**src/sv/mtis_pkg.sv**
```systemverilog
package mtis_pkg;

   localparam int MAX_THREADS = 8;
   localparam int TID_W       = $clog2(MAX_THREADS);
   localparam int TCNT_W      = TID_W + 1;
   localparam int PC_W        = 32;
   localparam int CNT_W       = 32;
   localparam int WAIT_W      = 8;
   localparam int KIND_W      = 2;
   localparam int CSR_IDX_W   = 3;
   localparam int CSR_DATA_W  = 8;
   localparam int REQ_DATA_W  = 8;
   localparam int RSP_DATA_W  = 112;

   typedef logic [TID_W-1:0]       tid_type;
   typedef logic [TCNT_W-1:0]      tcnt_type;
   typedef logic [MAX_THREADS-1:0] thread_mask_type;
   typedef logic [WAIT_W-1:0]      wait_type;
   typedef logic [PC_W-1:0]        pc_type;
   typedef logic [CNT_W-1:0]       cnt_type;

   typedef enum logic [KIND_W-1:0] {
      KIND_ALU   = 2'd0,
      KIND_LOAD  = 2'd1,
      KIND_STORE = 2'd2,
      KIND_HALT  = 2'd3
   } kind_type;

   typedef enum logic [CSR_IDX_W-1:0] {
      CSR_MODE           = 3'd0,
      CSR_THREAD_COUNT   = 3'd1,
      CSR_LOAD_WAIT      = 3'd2,
      CSR_STORE_WAIT     = 3'd3,
      CSR_SWITCH_PENALTY = 3'd4
   } csr_index_type;

   localparam logic MODE_FINE    = 1'b0;
   localparam logic MODE_BLOCKED = 1'b1;

   typedef struct packed {
      logic     en;
      logic     issue;
      tid_type  thread;
      kind_type kind;
      wait_type load_wait;
      wait_type store_wait;
   } thread_ctrl_type;

   typedef struct packed {
      thread_mask_type halted_pre;
      thread_mask_type idle_pre;
      thread_mask_type halted_post;
      thread_mask_type idle_post;
   } thread_stat_type;

   typedef struct packed {
      logic    issued;
      tid_type issued_thread;
      tid_type next_thread;
      pc_type  next_pc;
      logic    switched;
      logic    all_done;
      cnt_type cycles;
      cnt_type instructions;
   } rsp_type;

endpackage

```
**src/sv/mtis_rr_pick.sv**
```systemverilog
module mtis_rr_pick (
   input  mtis_pkg::tid_type         from,
   input  mtis_pkg::thread_mask_type ready,
   input  mtis_pkg::tcnt_type        count,
   output mtis_pkg::tid_type         pick
);

   mtis_pkg::tcnt_type cand [mtis_pkg::MAX_THREADS];
   logic [mtis_pkg::MAX_THREADS-1:0] hit;

   always_comb begin
      for (int k = 0; k < mtis_pkg::MAX_THREADS; k++) begin
         cand[k] = {1'b0, from} + mtis_pkg::TCNT_W'(k);
         if (cand[k] >= count) begin
            cand[k] = cand[k] - count;
         end
         hit[k] = (k != 0) && (mtis_pkg::TCNT_W'(k) < count)
                  && ready[cand[k][mtis_pkg::TID_W-1:0]];
      end
   end

   // first ready thread after the current one, else stay
   always_comb begin
      pick = from;
      for (int k = mtis_pkg::MAX_THREADS - 1; k > 0; k--) begin
         if (hit[k]) begin
            pick = cand[k][mtis_pkg::TID_W-1:0];
         end
      end
   end

endmodule

```
**src/sv/mtis_thread_regs.sv**
```systemverilog
module mtis_thread_regs (
   input  logic                      clock,
   input  logic                      reset,
   input  mtis_pkg::thread_ctrl_type ctrl,
   input  mtis_pkg::tid_type         rd_thread,
   output mtis_pkg::pc_type          rd_pc,
   output mtis_pkg::thread_stat_type stat
);

   logic               halted_ff [mtis_pkg::MAX_THREADS];
   logic               halted_in [mtis_pkg::MAX_THREADS];
   mtis_pkg::pc_type   pc_ff     [mtis_pkg::MAX_THREADS];
   mtis_pkg::pc_type   pc_in     [mtis_pkg::MAX_THREADS];
   mtis_pkg::wait_type lc_ff     [mtis_pkg::MAX_THREADS];
   mtis_pkg::wait_type lc_in     [mtis_pkg::MAX_THREADS];
   mtis_pkg::wait_type sc_ff     [mtis_pkg::MAX_THREADS];
   mtis_pkg::wait_type sc_in     [mtis_pkg::MAX_THREADS];
   logic               sel       [mtis_pkg::MAX_THREADS];

   always_comb begin
      for (int t = 0; t < mtis_pkg::MAX_THREADS; t++) begin
         sel[t] = ctrl.issue && (ctrl.thread == mtis_pkg::TID_W'(t));
         lc_in[t] = (lc_ff[t] != '0) ? lc_ff[t] - mtis_pkg::WAIT_W'(1) : lc_ff[t];
         sc_in[t] = (sc_ff[t] != '0) ? sc_ff[t] - mtis_pkg::WAIT_W'(1) : sc_ff[t];
         halted_in[t] = halted_ff[t];
         pc_in[t] = pc_ff[t];
         if (sel[t]) begin
            pc_in[t] = pc_ff[t] + mtis_pkg::PC_W'(1);
            case (ctrl.kind)
               mtis_pkg::KIND_LOAD:  lc_in[t] = ctrl.load_wait;
               mtis_pkg::KIND_STORE: sc_in[t] = ctrl.store_wait;
               mtis_pkg::KIND_HALT:  halted_in[t] = 1'b1;
               default:              ;
            endcase
         end
         stat.halted_pre[t]  = halted_ff[t];
         stat.idle_pre[t]    = (lc_ff[t] == '0) && (sc_ff[t] == '0);
         stat.halted_post[t] = halted_in[t];
         stat.idle_post[t]   = (lc_in[t] == '0) && (sc_in[t] == '0);
      end
   end

   assign rd_pc = pc_in[rd_thread];

   always_ff @(posedge clock) begin
      for (int t = 0; t < mtis_pkg::MAX_THREADS; t++) begin
         if (reset) begin
            halted_ff[t] <= 1'b0;
            pc_ff[t]     <= '0;
            lc_ff[t]     <= '0;
            sc_ff[t]     <= '0;
         end else if (ctrl.en) begin
            halted_ff[t] <= halted_in[t];
            pc_ff[t]     <= pc_in[t];
            lc_ff[t]     <= lc_in[t];
            sc_ff[t]     <= sc_in[t];
         end
      end
   end

endmodule

```
**src/sv/multithread_issue_scheduler_core.sv**
```systemverilog
// Thread issue scheduler: one req item per clock tick, carrying the kind of the
// instruction fetched for the current thread; one rsp item per tick with the
// issue outcome, the thread and pc to fetch next and the running counters.
// Throughput is one item per cycle while rsp_tready keeps up. An accepted req
// goes into an input register, then in a single pass through the thread-state
// update and round-robin pick into the result register that drives rsp_tvalid.
// The whole tick is resolved in that one pass, since the next tick depends on
// the updated thread state. One extra item is taken while a result waits on
// rsp_tready.
// Configuration writes are accepted at any time but belong between runs.
module multithread_issue_scheduler_core (
   input  logic                               clock,
   input  logic                               reset,
   input  logic                               req_tvalid,
   output logic                               req_tready,
   // [1:0] instr_kind
   input  logic [mtis_pkg::REQ_DATA_W-1:0]    req_tdata,
   output logic                               rsp_tvalid,
   input  logic                               rsp_tready,
   // [0] issued, [3:1] issued_thread, [6:4] next_thread, [38:7] next_pc,
   // [39] switched, [40] all_done, [72:41] cycles, [104:73] instructions
   output logic [mtis_pkg::RSP_DATA_W-1:0]    rsp_tdata,
   input  logic                               csr_valid,
   output logic                               csr_ready,
   input  logic [mtis_pkg::CSR_IDX_W-1:0]     csr_index,
   input  logic [mtis_pkg::CSR_DATA_W-1:0]    csr_data
);

   logic               mode_ff;
   mtis_pkg::tcnt_type thread_count_ff;
   mtis_pkg::wait_type load_wait_ff;
   mtis_pkg::wait_type store_wait_ff;
   mtis_pkg::wait_type switch_penalty_ff;

   logic               in_valid_ff;
   mtis_pkg::kind_type kind_ff;
   logic               out_valid_ff;
   mtis_pkg::rsp_type  res_ff;
   mtis_pkg::rsp_type  res_in;

   mtis_pkg::tid_type  cur_ff;
   mtis_pkg::tid_type  cur_in;
   mtis_pkg::wait_type penalty_ff;
   mtis_pkg::wait_type penalty_in;
   mtis_pkg::cnt_type  cycle_ff;
   mtis_pkg::cnt_type  cycle_in;
   mtis_pkg::cnt_type  issue_cnt_ff;
   mtis_pkg::cnt_type  issue_cnt_in;

   logic                      advance;
   logic                      upd;
   logic                      state_en;
   mtis_pkg::tcnt_type        n_eff;
   mtis_pkg::thread_mask_type active;
   mtis_pkg::tid_type         ct0;
   logic                      done_pre;
   logic                      done_post;
   mtis_pkg::thread_mask_type ready_pre;
   mtis_pkg::thread_mask_type ready_post;
   logic                      do_issue;
   mtis_pkg::wait_type        pen_after;
   mtis_pkg::tid_type         pick;
   mtis_pkg::tid_type         nt;
   logic                      do_switch;
   mtis_pkg::pc_type          next_pc;
   mtis_pkg::thread_ctrl_type ctrl;
   mtis_pkg::thread_stat_type stat;

   assign csr_ready = 1'b1;

   always_ff @(posedge clock) begin
      if (reset) begin
         mode_ff           <= mtis_pkg::MODE_FINE;
         thread_count_ff   <= mtis_pkg::TCNT_W'(mtis_pkg::MAX_THREADS);
         load_wait_ff      <= mtis_pkg::WAIT_W'(4);
         store_wait_ff     <= mtis_pkg::WAIT_W'(1);
         switch_penalty_ff <= mtis_pkg::WAIT_W'(2);
      end else if (csr_valid) begin
         unique case (csr_index)
            mtis_pkg::CSR_MODE:           mode_ff <= csr_data[0];
            mtis_pkg::CSR_THREAD_COUNT:   thread_count_ff <= csr_data[mtis_pkg::TCNT_W-1:0];
            mtis_pkg::CSR_LOAD_WAIT:      load_wait_ff <= csr_data;
            mtis_pkg::CSR_STORE_WAIT:     store_wait_ff <= csr_data;
            mtis_pkg::CSR_SWITCH_PENALTY: switch_penalty_ff <= csr_data;
            default:                      ;
         endcase
      end
   end

   assign advance    = !out_valid_ff || rsp_tready;
   assign upd        = in_valid_ff && advance;
   assign req_tready = !in_valid_ff || advance;

   always_ff @(posedge clock) begin
      if (reset) begin
         in_valid_ff <= 1'b0;
      end else if (req_tvalid && req_tready) begin
         in_valid_ff <= 1'b1;
      end else if (advance) begin
         in_valid_ff <= 1'b0;
      end
      if (req_tvalid && req_tready) begin
         kind_ff <= mtis_pkg::kind_type'(req_tdata[mtis_pkg::KIND_W-1:0]);
      end
   end

   // thread count: 0 acts as 1, above the maximum as the maximum
   always_comb begin
      if (thread_count_ff == '0) begin
         n_eff = mtis_pkg::TCNT_W'(1);
      end else if (thread_count_ff > mtis_pkg::TCNT_W'(mtis_pkg::MAX_THREADS)) begin
         n_eff = mtis_pkg::TCNT_W'(mtis_pkg::MAX_THREADS);
      end else begin
         n_eff = thread_count_ff;
      end
      for (int t = 0; t < mtis_pkg::MAX_THREADS; t++) begin
         active[t] = mtis_pkg::TCNT_W'(t) < n_eff;
      end
   end

   assign ct0        = ({1'b0, cur_ff} >= n_eff) ? '0 : cur_ff;
   assign ready_pre  = active & ~stat.halted_pre & stat.idle_pre;
   assign ready_post = active & ~stat.halted_post & stat.idle_post;
   assign done_pre   = &(stat.halted_pre | ~active);
   assign done_post  = &(stat.halted_post | ~active);
   assign do_issue   = !done_pre && (penalty_ff == '0) && ready_pre[ct0];
   assign state_en   = upd && !done_pre;
   assign pen_after  = (penalty_ff != '0) ? penalty_ff - mtis_pkg::WAIT_W'(1) : penalty_ff;

   always_comb begin
      ctrl.en         = state_en;
      ctrl.issue      = do_issue;
      ctrl.thread     = ct0;
      ctrl.kind       = kind_ff;
      ctrl.load_wait  = load_wait_ff;
      ctrl.store_wait = store_wait_ff;
   end

   mtis_thread_regs u_thread_regs (
      .clock     (clock),
      .reset     (reset),
      .ctrl      (ctrl),
      .rd_thread (nt),
      .rd_pc     (next_pc),
      .stat      (stat)
   );

   mtis_rr_pick u_rr_pick (
      .from  (ct0),
      .ready (ready_post),
      .count (n_eff),
      .pick  (pick)
   );

   always_comb begin
      nt         = ct0;
      do_switch  = 1'b0;
      penalty_in = penalty_ff;
      if (!done_pre) begin
         penalty_in = pen_after;
         if (!done_post && pen_after == '0) begin
            if (mode_ff == mtis_pkg::MODE_FINE) begin
               nt = pick;
            end else if (!ready_post[ct0] && pick != ct0) begin
               nt         = pick;
               penalty_in = switch_penalty_ff;
               do_switch  = 1'b1;
            end
         end
      end
   end

   assign cur_in       = nt;
   assign cycle_in     = done_pre ? cycle_ff : cycle_ff + mtis_pkg::CNT_W'(1);
   assign issue_cnt_in = do_issue ? issue_cnt_ff + mtis_pkg::CNT_W'(1) : issue_cnt_ff;

   always_ff @(posedge clock) begin
      if (reset) begin
         cur_ff       <= '0;
         penalty_ff   <= '0;
         cycle_ff     <= '0;
         issue_cnt_ff <= '0;
      end else if (upd) begin
         cur_ff       <= cur_in;
         penalty_ff   <= penalty_in;
         cycle_ff     <= cycle_in;
         issue_cnt_ff <= issue_cnt_in;
      end
   end

   always_comb begin
      res_in.issued        = do_issue;
      res_in.issued_thread = ct0;
      res_in.next_thread   = nt;
      res_in.next_pc       = next_pc;
      res_in.switched      = do_switch;
      res_in.all_done      = done_post;
      res_in.cycles        = cycle_in;
      res_in.instructions  = issue_cnt_in;
   end

   always_ff @(posedge clock) begin
      if (reset) begin
         out_valid_ff <= 1'b0;
      end else if (upd) begin
         out_valid_ff <= 1'b1;
      end else if (rsp_tready) begin
         out_valid_ff <= 1'b0;
      end
      if (upd) begin
         res_ff <= res_in;
      end
   end

   assign rsp_tvalid = out_valid_ff;
   assign rsp_tdata  = {7'd0, res_ff.instructions, res_ff.cycles, res_ff.all_done,
                        res_ff.switched, res_ff.next_pc, res_ff.next_thread,
                        res_ff.issued_thread, res_ff.issued};

`ifndef SYNTHESIS
   a_issue_count : assert property (@(posedge clock) disable iff (reset)
      (upd && do_issue) |=> issue_cnt_ff == $past(issue_cnt_ff) + mtis_pkg::CNT_W'(1))
      else $error("issue counter did not advance on issue");

   a_switch_moves : assert property (@(posedge clock) disable iff (reset)
      (out_valid_ff && res_ff.switched) |-> res_ff.next_thread != res_ff.issued_thread)
      else $error("switch reported without a thread change");

   a_stall_only_full : assert property (@(posedge clock) disable iff (reset)
      !req_tready |-> (in_valid_ff && out_valid_ff && !rsp_tready))
      else $error("input stalled with room in the pipeline");
`endif

endmodule
```
**config.mk**
```make
export PLATFORM = sky130hd
export DESIGN_NAME = multithread_issue_scheduler_core
export DESIGN_NICKNAME = d
export VERILOG_FILES = /design/src/sv/mtis_pkg.sv /design/src/sv/mtis_rr_pick.sv /design/src/sv/mtis_thread_regs.sv /design/src/sv/multithread_issue_scheduler_core.sv
export SDC_FILE = /design/constraint.sdc
export NUM_CORES = 2
export LEC_CHECK = 0
export ABC_AREA = 1
export BUFFER_PORTS_ARGS = -buffer_cell sky130_fd_sc_hd__buf_2
export CORE_MARGIN = 2
export CORE_UTILIZATION = 32
export DETAILED_ROUTE_END_ITERATION = 12
export PLACE_DENSITY_LB_ADDON = 0.3
export SLEW_MARGIN = 20
export SYNTH_ARGS = -nofsm -noshare
export SYNTH_HDL_FRONTEND = slang
export SYNTH_SLANG_ARGS = --single-unit
```
**constraint.sdc**
```tcl
create_clock -name clock -period 19.15 [get_ports clock]
set_clock_uncertainty 0.05 [all_clocks]
set_input_delay 0 -clock clock [delete_from_list [all_inputs] [get_ports clock]]
set_output_delay 0 -clock clock [all_outputs]
set_load 0.05 [all_outputs]
```
## Word-level counts from Yosys, hierarchy flattened

Memory sizes are Yosys's and may differ from the RTL's.
Index checks and enable logic that the tools add are counted.

| storage, ports and cells | value |
|---|---|
| output and inout bits | 115 |
| memory bits (read-only) | 0 |
| bits in registers | 213 |
| bits in latches | 0 |
| memories kept | 4 |
| memory bits (writable) | 392 |
| word-level logic and storage cells | 423 |

| operators by class | value |
|---|---|
| shifts and indexed selects | 0 |
| mux-type cells | 162 |
| reduce and logical (&&, ||, !) cells | 110 |
| $lt $le $gt $ge | 26 |
| multipliers | 0 |
| equal/unequal tests | 15 |
| $add $sub $neg | 41 |
| divide/modulo/power cells | 0 |
| bitwise gates (word level) | 45 |

Memories:

| name | words | bits a word | rd ports | clocked after Yosys merged registers in | wr ports | line | source |
|---|---|---|---|---|---|---|---|
| u_thread_regs.pc_ff | 8 | 32 | 8 | 0 | 8 | mtis_thread_regs.sv:12 | `mtis_pkg::pc_type pc_ff [mtis_pkg::MAX_THREADS];` |
| u_thread_regs.lc_ff | 8 | 8 | 8 | 0 | 8 | mtis_thread_regs.sv:14 | `mtis_pkg::wait_type lc_ff [mtis_pkg::MAX_THREADS];` |
| u_thread_regs.sc_ff | 8 | 8 | 8 | 0 | 8 | mtis_thread_regs.sv:16 | `mtis_pkg::wait_type sc_ff [mtis_pkg::MAX_THREADS];` |
| u_thread_regs.halted_ff | 8 | 1 | 8 | 0 | 8 | mtis_thread_regs.sv:10 | `logic halted_ff [mtis_pkg::MAX_THREADS];` |

Operators with widths:

| operator | number |
|---|---|
| $mux W32 | 20 |
| $mux W8 | 68 |
| $add A32 B1 Y32 const B | 10 |
| $logic_not A8 Y1 | 34 |
| $reduce_bool A8 Y1 | 17 |
| $sub A8 B1 Y8 const B | 17 |
| $bmux W32 S3 | 1 |
| $mux W3 | 19 |
| $mux W1 | 43 |
| $logic_and A1 B1 Y1 | 38 |
| $and A8 B8 Y8 | 4 |
| $lt A3 B4 Y1 const B | 8 |
| $or A1 B1 Y1 | 32 |
| $ge A4 B4 Y1 | 7 |
| $bmux W1 S3 | 9 |
| $not A8 Y8 | 3 |
| $sub A3 B3 Y3 | 7 |
| $add A3 B3 Y4 const B | 4 |
| $lt A3 B4 Y1 const A | 4 |
| $or A8 B8 Y8 | 2 |
| $reduce_and A8 Y1 | 2 |
| $eq A3 B3 Y1 const B | 5 |
| $eq A3 B2 Y1 const B | 4 |
| $reduce_and A2 Y1 | 6 |
| other kinds (20) | 35 |

## Logic depth before layout (Yosys ltp)

| logic depth | value |
|---|---|
| word-level depth | 35 |
| gate-level depth with buffers | 54 |

## Hierarchy

Synthesis repeated with hierarchy kept, for this count alone.

| unflattened totals | value |
|---|---|
| cell total of the unflattened synthesis | 5684 |
| area total of the unflattened synthesis | 41277.1 um^2 |

Modules (own cells, without submodules):

| module | cells each | area each (um^2) | times used |
|---|---|---|---|
| mtis_thread_regs | 3993 | 28479.8 | 1 |
| multithread_issue_scheduler_core | 1325 | 10685.2 | 1 |
| mtis_rr_pick | 366 | 2112.0 | 1 |

## Worst setup path after synthesis

No wires, ideal clock.

| timing | value |
|---|---|
| path kind | register -> register |
| start | register thread_count_ff[3] |
| end | memory u_thread_regs.halted_ff[0], enable pin |
| arrival | 9.032 ns |
| cell stages (with the launch flop) | 12 |
| period minus slack after synthesis | 9.828 ns |
| setup slack | 9.322 ns |
| path buffers | 2 |
| data required time | 18.354 ns |
| path through | dfxtp_1 > buf_6 > inv_6 > nand2_2 > a21oi_1 > inv_1 > nand3_1 > nor2_4 > buf_2 > nor2_1 > nor2_1 > inv_1 |

RTL lines:

| element | line | source |
|---|---|---|
| from (decl) | multithread_issue_scheduler_core.sv:30 | `mtis_pkg::tcnt_type thread_count_ff;` |
| from (signal assigned) | multithread_issue_scheduler_core.sv:74 | `thread_count_ff <= mtis_pkg::TCNT_W'(mtis_pkg::MAX_THREADS);` |
| from (signal assigned) | multithread_issue_scheduler_core.sv:81 | `mtis_pkg::CSR_THREAD_COUNT: thread_count_ff <= csr_data[mtis_pkg::TCNT_W-1:0];` |
| to (decl) | mtis_thread_regs.sv:10 |  |

## Worst setup path in the final report

| timing | value |
|---|---|
| start | register thread_count_ff[3] |
| end | register res_ff (netlist bit rsp_tdata[35]) (data pin) |

| on the way | value |
|---|---|
| cells in the longest elaborated chain, start to end | 35 |
| elaborated cells on any way between the ends | 172 |
| those cells by class | add/sub: 14; order compare: 17; eq/ne: 8; mux: 74; bitwise: 9; reduce/logical: 50 |

Ends and longest elaborated chain:

| element | line | source |
|---|---|---|
| $gt A4 B4 Y1 | multithread_issue_scheduler_core.sv:111 | `end else if (thread_count_ff > mtis_pkg::TCNT_W'(mtis_pkg::MAX_THREADS)) begin` |
| $mux W4 | multithread_issue_scheduler_core.sv:111 |  |
| $mux W4 * | multithread_issue_scheduler_core.sv:109 | `if (thread_count_ff == '0) begin` |
| branches (longest 29 deep; another with $lt A1 B4 Y1) | - |  |
| $bmux W32 S3 * | mtis_thread_regs.sv:43 | `assign rd_pc = pc_in[rd_thread];` |
| $mux W32 (not written as such) * (2 in series) | mtis_thread_regs.sv:43 |  |
| via next_pc[28] | multithread_issue_scheduler_core.sv:65 | `mtis_pkg::pc_type next_pc;` |
| to (signal assigned) | multithread_issue_scheduler_core.sv:211 | `res_ff <= res_in;` |
| to (decl) | multithread_issue_scheduler_core.sv:38 | `mtis_pkg::rsp_type res_ff;` |

Mark *: on every way through the listed nets, which the timed path passes. The select of a mux whose other input is x is not followed.
A chain may end at the register's enable or synchronous reset.

==> results.md <==
- Outcome: finished clean
- Area leader, netlist: edfxtp_1
- Net Sw Frac: 45.80%
- I/O pin total: 139
- Synthesized cell area: 40660 sq um
- Initial antenna violation count: 3
- Commonest non-fill, non-tap cell in the layout: nand2_1
- Setup_tns: 0 ps
- Layout Nets: 5660
- Crit path max fanout: 119
- Library cells used by synthesis: 68
- IO Port Bufs: 124
- Critical path's top delay family: simple AND/OR/NAND/NOR gates
- Power Internal: 3.087 mW
- Commonest non-fill, non-tap cells in the layout: 1201 x nand2_1, 848 x inv_1, 829 x nor2_1
- Die area: 129900 sq um
- Synth-to-Final Area Change: 11.53%
- 1st-iter DRT viols: 3441
- Post-DP HPWL: 82670 um
- Setup Buffers After CTS: 0
- Clk root buf: clkbuf_16
- Final Cell Area: 45340 sq um
- Placement Cell Area: 42640 sq um
- Final std cells w/o fill: 7276
- # hold bufs at CTS: 30
- Total GRT Usage: 18.03%
- Area contributors post-synth: edfxtp_1 37%, nand2_1 11%, inv_1 7.8%
- Antenna-violating nets left: 0
- Via count: 35460
- Synth top area share: 36.86%
- Sequential share of power: 30.1%
- Sink Count: 605
- Setup-failing EPs final: 0
- Combinational power share: 44.9%
- Sequential share of the synthesized area: 42.08%
- Initial DRT Pass Iterations: 5
- Post-route minimum period: 8924 ps
- Critical path class: register to register
- Core Box Area: 125900 sq um
- Largest net degree at the start of global routing: 171
- PostCTS Resize Cnt: 0
- First-pass GRT wire length: 186900 um
- F_max: 112.1 MHz
- Via density: 4.873
- P_sw: 2.608 mW
- Vias in the first global route: 33030
- CP max stage cell: nor2_2
- HP Class: primary input to register
- Post-synth EDFFs: 499
- CP Launch Type: register
- Number of remaining DRC errors: 0
- Asr flop ratio synth: 0%
- Yosys warning total: 0
- CP Data Arrival Time: 9220 ps
- Power Density: 125.6 nW/um^2
- Clock Pin Slew Worst Setup and Hold Paths: 60 ps
- Clock Latency Late Sink: 650 ps
- CTS HTree Levels: 3
- Wirelength per Cell: 16.58 um
- IR drop worst, VDD: 0.0001403 V
- Layout cell share with drive strength beyond 1: 7.662%
- Post-layout util: 36.01%
- Total CTS buffers: 71
- Largest stage delay, worst path: 830 ps
- TritonCTS clock tree: yes
- Ys flop type: edfxtp_1
- Die height: 360.4 um
- Worst-Margin Slew: 1191 ps
- Starting Density: 32.29%
- Clk buf depth: 3
- Total grt overflow: 0
- Setup crit end kind: register
- Gate count after technology mapping: 5488
- Worst path buffer plus inverter count: 3
- Slew Limit Fails: 0
- Period utilisation layout: 46.60%
- Chip width: 360.4 um
- Flops & latches, synth: 605
- Rows: 130
- Final Hold Fails: 0
- Rel. slew slack: 20.30%
- Max Cap Viol: 0
- DP Cell Count: 7116
- Leak: 19.71 nW
- Cell mode on critical path: nand2_1
- Clock power share: 25.0%
- Final Hold Slack: 30.91 ps
- Mapped Avg Cell Area: 7.408 sq um
- RSZ-0062 raised after global routing: no
- Worst Path Required: 19450 ps
- GP Congestion: 0.9039
- Detailed Route WL: 120700 um
[synth_stat cells (5+ instances only)]
| cell | n |
|---|---|
| a21oi_2 | 5 |
| nand4_1 | 106 |
| o21a_1 | 18 |
| buf_6 | 12 |
| and3_1 | 5 |
| nor4_1 | 35 |
| buf_2 | 48 |
| or4_1 | 7 |
| o21ai_2 | 9 |
| inv_2 | 40 |
| a21oi_1 | 266 |
| clkinv_1 | 9 |
| mux2i_1 | 7 |
| nor2_1 | 830 |
| clkbuf_1 | 80 |
| nand2_2 | 19 |
| nand2_1 | 1202 |
| edfxtp_1 | 499 |
| xor2_1 | 254 |
| nand3_2 | 18 |
| o21ai_1 | 33 |
| or2_2 | 20 |
| nor2_4 | 9 |
| o211ai_1 | 18 |
| nor2_2 | 24 |
| buf_1 | 8 |
| o21ai_0 | 342 |
| xnor2_1 | 64 |
| nand3_4 | 5 |
| nor3_1 | 110 |
| a31oi_1 | 13 |
| nand3_1 | 261 |
| nand3b_1 | 18 |
| dfxtp_1 | 106 |
| nor3b_1 | 5 |
| inv_1 | 850 |
| ha_1 | 62 |
| buf_4 | 19 |
[area by class of cell]
cell class / instances / area (sq um)
fillers: 13290 / 80550
multi-input cells: 3813 / 19250
flip-flops and latches: 605 / 17110
inverters: 903 / 3430
well taps: 1650 / 2064
clock buffers: 92 / 1978
repair buffers: 176 / 1106
clock inverters: 36 / 406.6
diodes: 1 / 2.502
[path summary, 6_finish.rpt]
check,start,to,slack (ps),depth (start not counted)
hold reg to reg,store_wait_ff[7],store_wait_ff[7],400,2
hold / removal,req_tdata[0],kind_ff[0],30,2
setup reg to reg,thread_count_ff[3],rsp_tdata[35],10230,36
setup / recovery,thread_count_ff[3],rsp_tdata[35],10230,36
[layer usage]
metal | track usage (%) | up-vias | share of wire (%)
met5 | 0 | - | 0
met3 | 1.921 | 177 | 5.3
met2 | 29.47 | 910 | 46
met1 | 24.94 | 16570 | 46
met4 | 5.751 | 0 | 3.0
li1 | - | 17800 | -
[power groups by stage]
| stage | sequential, mW | clock [mW] | combinational, mW |
|---|---|---|---|
| 5_1_grt | 1.73 | 1.50 | 2.82 |
| 4_1_cts | 1.71 | 1.45 | 2.58 |
| 6_report | 1.71 | 1.42 | 2.56 |
| 2_1_floorplan | 1.90 | 0 | 1.74 |
| 3_5_place_dp | 1.73 | 0 | 2.55 |
| 3_3_place_gp | 1.74 | 0 | 2.54 |
[state kept, by name, indices dropped and copies added, names as in the netlist, 32 cells and up]
name / count
cycle_ff: 32
issue_cnt_ff: 32
rsp_tdata: 105
u_thread_regs.lc_ff: 64
u_thread_regs.pc_ff: 256
u_thread_regs.sc_ff: 64
[kinds of logic (layout without fill, tap and decap cells)]
logic type	count (synthesis)	after routing	share of synthesized area [%]
buf+inv	1076	1207	10.71
flops	605	605	42.08
mux	7	7	0.1724
fa+ha+maj	66	66	2.105
simple gates	2695	2695	28.70
xor+xnor	318	318	6.851
compound gates	719	719	9.365
other cells	2	9	0.01847
[through the flow]
step / total power [mW] / setup WS (ps)
finish: 5.695 / 10230
global route: 6.048 / 9575
CTS: 5.736 / 10150
detailed placement: 4.280 / 10200
global placement: 4.278 / 10180
floorplan: 3.638 / 9322
Power figures use the tool's default switching activity.
